`config.mk`:
```
export PLATFORM = sky130hd
export DESIGN_NAME = sorted_insert_priority_queue_flat
export DESIGN_NICKNAME = d
export VERILOG_FILES = /design/src/sv/spq_pkg.sv /design/src/sv/spq_if.sv /design/src/sv/spq_cell.sv /design/src/sv/sorted_insert_priority_queue.sv /design/src/flat_wrapper.sv
export SDC_FILE = /design/constraint.sdc
export NUM_CORES = 2
export LEC_CHECK = 0
export BUFFER_PORTS_ARGS = -buffer_cell sky130_fd_sc_hd__buf_2
export CAP_MARGIN = 20
export CORE_ASPECT_RATIO = 0.7
export CORE_MARGIN = 1.5
export CORE_UTILIZATION = 55
export DETAILED_ROUTE_END_ITERATION = 10
export GPL_ROUTABILITY_DRIVEN = 0
export PLACE_DENSITY = 0.8
export SLEW_MARGIN = 25
export SYNTH_ARGS = -nofsm -noshare
export SYNTH_HDL_FRONTEND = slang
export SYNTH_SLANG_ARGS = --single-unit
```
`constraint.sdc`:
```
create_clock -name clk_i -period 14.17 [get_ports clk_i]
set_input_delay 2.1255 -clock clk_i [delete_from_list [all_inputs] [get_ports clk_i]]
set_output_delay 2.1255 -clock clk_i [all_outputs]
set_load 0.02 [all_outputs]
```
`src/sv/spq_pkg.sv`:
```
// Shared types and constants for the sorted-insert priority queue.
`timescale 1ns / 1ps

package spq_pkg;

  // Default geometry of the key store.
  localparam int unsigned DepthDef    = 16;
  localparam int unsigned KeyWidthDef = 32;

  // Fixed widths of the request and response fields.
  localparam int unsigned KeyFieldW  = 32;
  localparam int unsigned FillFieldW = 5;

  // Request mode codes.
  localparam logic MODE_INSERT = 1'b0;
  localparam logic MODE_REMOVE = 1'b1;

  // Command broadcast from the top level to every cell of the row.
  typedef struct packed {
    logic ins;
    logic rem;
  } cell_cmd_t;

endpackage

```
`src/sv/spq_if.sv`:
```
// Request and response channel interfaces of the sorted-insert priority queue.
`timescale 1ns / 1ps

interface spq_req_if;
  logic                               valid;
  logic                               ready;
  logic                               mode;
  logic signed [spq_pkg::KeyFieldW-1:0] key;

  modport source (output valid, output mode, output key, input ready);
  modport sink   (input valid, input mode, input key, output ready);
endinterface

interface spq_rsp_if;
  logic                                  valid;
  logic                                  ready;
  logic                                  ok;
  logic signed [spq_pkg::KeyFieldW-1:0]  removed_key;
  logic signed [spq_pkg::KeyFieldW-1:0]  front_key;
  logic                                  is_empty;
  logic        [spq_pkg::FillFieldW-1:0] fill_count;

  modport source (output valid, output ok, output removed_key, output front_key,
                  output is_empty, output fill_count, input ready);
  modport sink   (input valid, input ok, input removed_key, input front_key,
                  input is_empty, input fill_count, output ready);
endinterface

```
`src/sv/spq_cell.sv`:
```
// One storage cell of the sorted key row: holds a key and shifts with its neighbors.
`timescale 1ns / 1ps

module spq_cell #(
  parameter int unsigned KEY_WIDTH = spq_pkg::KeyWidthDef,
  parameter int unsigned CNT_W     = 5,
  parameter int unsigned INDEX     = 0
) (
  input  logic                        clk_i,
  input  spq_pkg::cell_cmd_t          cmd_i,
  input  logic [CNT_W-1:0]            count_i,
  input  logic signed [KEY_WIDTH-1:0] new_key_i,
  input  logic signed [KEY_WIDTH-1:0] left_key_i,
  input  logic                        left_ge_i,
  input  logic signed [KEY_WIDTH-1:0] right_key_i,
  output logic signed [KEY_WIDTH-1:0] key_o,
  output logic                        ge_o
);
  import spq_pkg::*;

  logic signed [KEY_WIDTH-1:0] key_q, key_d;
  logic                        occupied;

  // A cell holds a key when its place lies below the fill count.
  assign occupied = (count_i > CNT_W'(INDEX));

  // The insert position is the first empty cell or the first key not below the new one.
  assign ge_o = !occupied || (key_q >= new_key_i);

  // Remove shifts toward the front; insert opens a gap at the insert position.
  always_comb begin
    key_d = key_q;
    if (cmd_i.rem) begin
      key_d = right_key_i;
    end else if (cmd_i.ins) begin
      if (left_ge_i) begin
        key_d = left_key_i;
      end else if (ge_o) begin
        key_d = new_key_i;
      end
    end
  end

  always_ff @(posedge clk_i) begin
    key_q <= key_d;
  end

  assign key_o = key_q;

endmodule

```
`src/sv/sorted_insert_priority_queue.sv`:
```
// Latency: a result appears in the cycle after its request is accepted.
// Throughput: one request per cycle while the result side is not stalled; the whole cell row shifts at once.
// A new request is taken while the previous result waits, once that result is taken.
// Reset clears the fill count and the result valid; stored keys are not cleared.
// Top level of the sorted-insert priority queue built as a row of shifting cells.
`timescale 1ns / 1ps

module sorted_insert_priority_queue #(
  parameter int unsigned DEPTH     = spq_pkg::DepthDef,
  parameter int unsigned KEY_WIDTH = spq_pkg::KeyWidthDef
) (
  input  logic      clk_i,
  input  logic      rst_ni,
  spq_req_if.sink   req_i,
  spq_rsp_if.source rsp_o
);
  import spq_pkg::*;

  localparam int unsigned CntW = $clog2(DEPTH + 1);

  logic [CntW-1:0]             count_q, count_d;
  logic                        accept;
  logic                        full, empty;
  cell_cmd_t                   cmd;
  logic signed [KEY_WIDTH-1:0] new_key;
  logic [KeyFieldW+KEY_WIDTH-1:0] key_in_ext;

  logic signed [KEY_WIDTH-1:0] cell_key [DEPTH];
  logic                        cell_ge  [DEPTH];

  logic                        rsp_valid_q;
  logic                        ok_q, ok_d;
  logic [KEY_WIDTH-1:0]        removed_q, removed_d;
  logic [KEY_WIDTH-1:0]        front_q, front_d;
  logic [CntW-1:0]             fill_q;
  logic [KeyFieldW+KEY_WIDTH-1:0] removed_ext, front_ext;
  logic [FillFieldW+CntW-1:0]     fill_ext;

  // Request handshake: taken when the output stage is free or being emptied.
  assign req_i.ready = !rsp_valid_q || rsp_o.ready;
  assign accept      = req_i.valid && req_i.ready;

  assign full  = (count_q == CntW'(DEPTH));
  assign empty = (count_q == '0);

  // Key field reduced or sign-extended to the stored key width.
  assign key_in_ext = {{KEY_WIDTH{req_i.key[KeyFieldW-1]}}, req_i.key};
  assign new_key    = key_in_ext[KEY_WIDTH-1:0];

  // Command to the cell row; refused operations leave the store alone.
  always_comb begin
    cmd.ins = accept && (req_i.mode == MODE_INSERT) && !full;
    cmd.rem = accept && (req_i.mode == MODE_REMOVE) && !empty;
  end

  // Fill count update.
  always_comb begin
    count_d = count_q;
    if (cmd.ins) begin
      count_d = count_q + CntW'(1);
    end else if (cmd.rem) begin
      count_d = count_q - CntW'(1);
    end
  end

  // Row of cells; each cell talks only to its two neighbors.
  for (genvar i = 0; i < DEPTH; i++) begin : g_cell
    logic signed [KEY_WIDTH-1:0] left_key, right_key;
    logic                        left_ge;

    if (i == 0) begin : g_head
      assign left_key = new_key;
      assign left_ge  = 1'b0;
    end else begin : g_body
      assign left_key = cell_key[i-1];
      assign left_ge  = cell_ge[i-1];
    end

    if (i == DEPTH - 1) begin : g_tail
      assign right_key = cell_key[i];
    end else begin : g_inner
      assign right_key = cell_key[i+1];
    end

    spq_cell #(
      .KEY_WIDTH (KEY_WIDTH),
      .CNT_W     (CntW),
      .INDEX     (i)
    ) u_cell (
      .clk_i       (clk_i),
      .cmd_i       (cmd),
      .count_i     (count_q),
      .new_key_i   (new_key),
      .left_key_i  (left_key),
      .left_ge_i   (left_ge),
      .right_key_i (right_key),
      .key_o       (cell_key[i]),
      .ge_o        (cell_ge[i])
    );
  end

  // Result fields: the front is the head cell's next value, or zero if the store ends empty.
  always_comb begin
    ok_d      = cmd.ins || cmd.rem;
    removed_d = cmd.rem ? cell_key[0] : '0;
    front_d   = cell_key[0];
    if (cmd.rem) begin
      front_d = cell_key[1];
    end else if (cmd.ins && cell_ge[0]) begin
      front_d = new_key;
    end
    if (count_d == '0) begin
      front_d = '0;
    end
  end

  // Control registers.
  always_ff @(posedge clk_i or negedge rst_ni) begin
    if (!rst_ni) begin
      count_q     <= '0;
      rsp_valid_q <= 1'b0;
    end else begin
      count_q <= count_d;
      if (accept) begin
        rsp_valid_q <= 1'b1;
      end else if (rsp_o.ready) begin
        rsp_valid_q <= 1'b0;
      end
    end
  end

  // Result payload registers.
  always_ff @(posedge clk_i) begin
    if (accept) begin
      ok_q      <= ok_d;
      removed_q <= removed_d;
      front_q   <= front_d;
      fill_q    <= count_d;
    end
  end

  // Keys leave zero-extended from the key width; the count wraps to its field.
  assign removed_ext = {{KeyFieldW{1'b0}}, removed_q};
  assign front_ext   = {{KeyFieldW{1'b0}}, front_q};
  assign fill_ext    = {{FillFieldW{1'b0}}, fill_q};

  assign rsp_o.valid       = rsp_valid_q;
  assign rsp_o.ok          = ok_q;
  assign rsp_o.removed_key = removed_ext[KeyFieldW-1:0];
  assign rsp_o.front_key   = front_ext[KeyFieldW-1:0];
  assign rsp_o.is_empty    = (fill_q == '0);
  assign rsp_o.fill_count  = fill_ext[FillFieldW-1:0];

endmodule

```
`src/flat_wrapper.sv`:
```
// flat-port wrapper written by rule: the top's interface ports become plain ports
module sorted_insert_priority_queue_flat import spq_pkg::*;
#(
  parameter int unsigned DEPTH     = spq_pkg::DepthDef,
  parameter int unsigned KEY_WIDTH = spq_pkg::KeyWidthDef
)
  (clk_i, rst_ni, req_i_valid, req_i_mode, req_i_key, req_i_ready, rsp_o_valid, rsp_o_ok, rsp_o_removed_key, rsp_o_front_key, rsp_o_is_empty, rsp_o_fill_count, rsp_o_ready);
  spq_req_if req_i_i ();
  spq_rsp_if rsp_o_i ();
  input  logic clk_i;
  input  logic rst_ni;
  input wire logic [$bits(req_i_i.valid)-1:0] req_i_valid;
  input wire logic [$bits(req_i_i.mode)-1:0] req_i_mode;
  input wire logic [$bits(req_i_i.key)-1:0] req_i_key;
  output wire logic [$bits(req_i_i.ready)-1:0] req_i_ready;
  output wire logic [$bits(rsp_o_i.valid)-1:0] rsp_o_valid;
  output wire logic [$bits(rsp_o_i.ok)-1:0] rsp_o_ok;
  output wire logic [$bits(rsp_o_i.removed_key)-1:0] rsp_o_removed_key;
  output wire logic [$bits(rsp_o_i.front_key)-1:0] rsp_o_front_key;
  output wire logic [$bits(rsp_o_i.is_empty)-1:0] rsp_o_is_empty;
  output wire logic [$bits(rsp_o_i.fill_count)-1:0] rsp_o_fill_count;
  input wire logic [$bits(rsp_o_i.ready)-1:0] rsp_o_ready;
  assign req_i_i.valid = req_i_valid;
  assign req_i_i.mode = req_i_mode;
  assign req_i_i.key = req_i_key;
  assign req_i_ready = req_i_i.ready;
  assign rsp_o_valid = rsp_o_i.valid;
  assign rsp_o_ok = rsp_o_i.ok;
  assign rsp_o_removed_key = rsp_o_i.removed_key;
  assign rsp_o_front_key = rsp_o_i.front_key;
  assign rsp_o_is_empty = rsp_o_i.is_empty;
  assign rsp_o_fill_count = rsp_o_i.fill_count;
  assign rsp_o_i.ready = rsp_o_ready;
  sorted_insert_priority_queue #(.DEPTH(DEPTH), .KEY_WIDTH(KEY_WIDTH)) u_core (.clk_i(clk_i), .rst_ni(rst_ni), .req_i(req_i_i), .rsp_o(rsp_o_i));
endmodule
```
==> results.toml <==
[setup_path]
startpoint_type = "input pin"
critPathTopFamily = "buffers and inverters"
cp_num_buf_inv = 4
end_kind = "register"
cp_common_cell = "buf_4"
slowest_stage = "nand2_1"
crit_chain = "buf_2, inv_1, ha_1, a21o_1, a211oi_1, a21oi_1, or4_1, nor3_1, mux2i_4, buf_4, o21ai_0, nand2_1, buf_4"
cp.required_ns = 14.50
crit_fanout = 66
cpPeakStageDelay_ns = 0.65
path_class = "input pin to register"
r2r_start = "u_core.count_q[0]"
arrival_ns = 7.14
startpoint = "req_i_key[28]"

[timing]
relSlewSlack_pct = 13.54
setup_violations = 0
fmax_mhz = 146.9
rsz0062_at_grt = "no"
worst_pin_slew_ns = 1.264
fin_crit_sh_pct = 48.04
final.min_clock_period_ns = 6.808
slew_violations = 0
hold_viol_final = 0
tns_ns = 0
timing.final.ws_setup_ns = 7.362
fin_skew_ns = 0.01835

[clocking]
clk_path_buf_depth = 3
numCtsBuffers = 57
cts_resized = 0
clk_pin_slew_worst_paths_ns = 0.06
htreeDepth = 2
holdBufCountCts = 0
cts_tree = "done"
clock-sinks = 588
clock_latency_ns = 0.65
cts-root-buf = "clkbuf_16"
cts_setup_buffers = 0

[detailed_routing]
drtAntennaViolNets = 0
vias = 33945
routed_via_density = 6.803
drc = 0
routed_wl_um = 123500
drt-initial-drc-count = 5439
drtPass1Iterations = 9
wl_per_cell_um = 24.75

[cells_and_area]
area_growth_pct = 8.180
diodes = 0
layout-drive-gt1-share_pct = 7.952
finish.utilization_pct = 60.56
fin_nets = 4532

[global_route]
overflow = 0
grt_usage_pct = 31.95
antenna_found_initial = 4
grt_pass1_vias = 31995
grt_start_max_net_pins = 271
grt_first_pass_wirelength_um = 188000

[synthesis]
syn_nets = 4557
synth-seq-cells = 588
synth_ff_type = "edfxtp_1"
syn_area_sq_um = 40320
seq_area_frac_synth_pct = 43.72
synthArstFlopShare_pct = 1.020
synthCells = 4003
syn_avg_cell_area_sq_um = 10.07
yosysWarnings = 0
synth_cell_types = 74
synth_edf_count = 582

[pwr]
intPower_mw = 4.565
p_sw_share_pct = 39.38
p_clk_share_pct = 21.0
power.leakage_nw = 16.76
irDropWorstVdd_v = 0.0001224
powerDensity_nw_per_um2 = 172.7
comb_power_share_pct = 39.7
p_sw_mw = 2.966
seq_power_share_pct = 39.2

[die]
initial_core_util_pct = 55.98
die_area_sq_um = 74970
core_sq_um = 72020
die_y_um = 229.5
dieWidth_um = 326.6
rows = 82
pin_count = 110

[min_path]
hp-class = "register to register"
hold_start = "u_core.rsp_o.valid"

[placement]
portBuffers = 109
place_ws_ns = 6.579
dp_hpwl_um = 88430

[outcome]
status = "completed"

[job]
cap_violations = 0
## per-stage QoR
stage	cells	area (sq um)	hold slack [ns]	total power, mW
6_report	4990	43620	0.5262	7.530
5_1_grt	4990	43620	0.5816	7.879
4_1_cts	4988	43540	0.5364	7.406
3_5_place_dp	4883	41690	0.5194	5.822
3_3_place_gp	4880	41600	0.5194	5.680
2_1_floorplan	4003	40320	0.5219	4.937
## Yosys cell counts (4+ instances only)
| cell | instances | share of area, % |
|---|---|---|
| nand2_1 | 670 | 6.2 |
| edfxtp_1 | 582 | 43 |
| ha_1 | 517 | 16 |
| a21oi_1 | 316 | 3.9 |
| o21ai_0 | 292 | 3.6 |
| nand3_1 | 261 | 3.2 |
| mux2i_1 | 231 | 5.7 |
| clkbuf_1 | 199 | 1.9 |
| o211ai_1 | 169 | 3.1 |
| nor2_1 | 114 | 1.1 |
| nand4_1 | 98 | 1.5 |
| inv_1 | 66 | 0.61 |
| a21o_1 | 54 | 1.0 |
| and2_1 | 35 | 0.54 |
| a311oi_1 | 33 | 0.72 |
| o21ai_1 | 28 | 0.35 |
| mux2_4 | 26 | 0.97 |
| nor2b_1 | 22 | 0.34 |
| buf_2 | 21 | 0.26 |
| nor3_1 | 21 | 0.26 |
| a211oi_1 | 17 | 0.32 |
| and4_1 | 17 | 0.37 |
| nand2b_1 | 13 | 0.20 |
| nor4_1 | 13 | 0.20 |
| a221oi_1 | 11 | 0.24 |
| buf_1 | 11 | 0.10 |
| a21boi_0 | 10 | 0.19 |
| a31oi_1 | 9 | 0.14 |
| buf_4 | 9 | 0.17 |
| buf_6 | 9 | 0.25 |
| mux2_2 | 9 | 0.25 |
| and3_1 | 8 | 0.12 |
| or3_1 | 8 | 0.12 |
| o221ai_1 | 7 | 0.15 |
| a2111oi_0 | 6 | 0.13 |
| a221o_1 | 6 | 0.15 |
| dfrtp_1 | 6 | 0.37 |
| nor3b_1 | 5 | 0.093 |
| o21a_1 | 5 | 0.093 |
| o31a_1 | 5 | 0.11 |
| or4_1 | 5 | 0.093 |
| a22oi_1 | 4 | 0.074 |
| nand3b_1 | 4 | 0.074 |
| o22ai_1 | 4 | 0.062 |
| or2_2 | 4 | 0.062 |
## registers in the layout, indices dropped and copies added (netlist names)
name and flops:
u_core.rsp_o.ok 1, u_core.count_q 5, u_core.rsp_o.fill_count 5, u_core.rsp_o.valid 1
u_core.rsp_o.front_key 32, u_core.g_cell.u_cell.key_o 512, u_core.rsp_o.removed_key 32
## power by group through the flow
stage	registers (mW)	clock network, mW	logic [mW]
after floorplan	2.84	0	2.09
after global placement	2.96	0	2.72
after detailed placement	2.96	0	2.86
after CTS	2.93	1.59	2.89
after global routing	2.98	1.65	3.25
final	2.95	1.58	2.99
## metal layers
| metal | wire length, um | GRT usage, % | vias up | part of all wire [%] |
|---|---|---|---|---|
| li1 | - | - | 15171 | - |
| met1 | 51190 | 46.86 | 16114 | 41 |
| met2 | 51220 | 45.44 | 2386 | 41 |
| met3 | 17850 | 9.718 | 268 | 14 |
| met4 | 3186 | 8.536 | 6 | 2.6 |
| met5 | 36 | 0 | - | 0.029 |
## cell families after synthesis
kind of cell	count (synthesis)	share of synthesized area [%]
buffers and inverters	315	3.249
AND/OR/NAND/NOR	1305	14.70
AO/OA/AOI/OAI	1007	15.18
adder cells (fa/ha/maj)	517	16.04
flip-flops	588	43.72
XOR/XNOR	3	0.06518
multiplexers	268	7.044
## worst min-delay path: stages, from the launching register on
cell      delay [ns]
dfrtp_1         0.34
nand2b_1        0.08
nand2b_1        0.07
## cell usage in the layout (no fill, tap or decap), types with 33 or more instances in the layout
cell         n
inv_1       65
and2_1      34
edfxtp_1   582
o211ai_1   169
a21o_1      54
a21oi_1    316
ha_1       517
a311oi_1    33
nand4_1     98
nand3_1    259
mux2i_1    226
clkbuf_16   59
buf_4       46
o21ai_0    287
buf_2      109
nor2_1     113
nand2_1    669
## layout make-up
| cell class | count | area, sq um |
|---|---|---|
| flip-flops and latches | 588 | 17630 |
| repair buffers | 165 | 1095 |
| well taps | 966 | 1209 |
| clock buffers | 66 | 1503 |
| fillers | 5783 | 28410 |
| clock inverters | 39 | 347.8 |
| inverters | 66 | 249.0 |
| multi-input cells | 3100 | 21590 |
## final timing paths
kind,end,slack (ns),cells past startpoint
hold / removal,u_core.rsp_o.valid,0.53,2
setup / recovery,u_core.g_cell[3].u_cell.key_o[27],7.36,13
min in group asynchronous,u_core.count_q[3],1.32,1
max in group asynchronous,u_core.count_q[4],12.67,1
hold reg to reg,u_core.rsp_o.valid,0.53,2
setup reg to reg,u_core.g_cell[3].u_cell.key_o[27],8.47,10
Power figures use the tool's default switching activity.
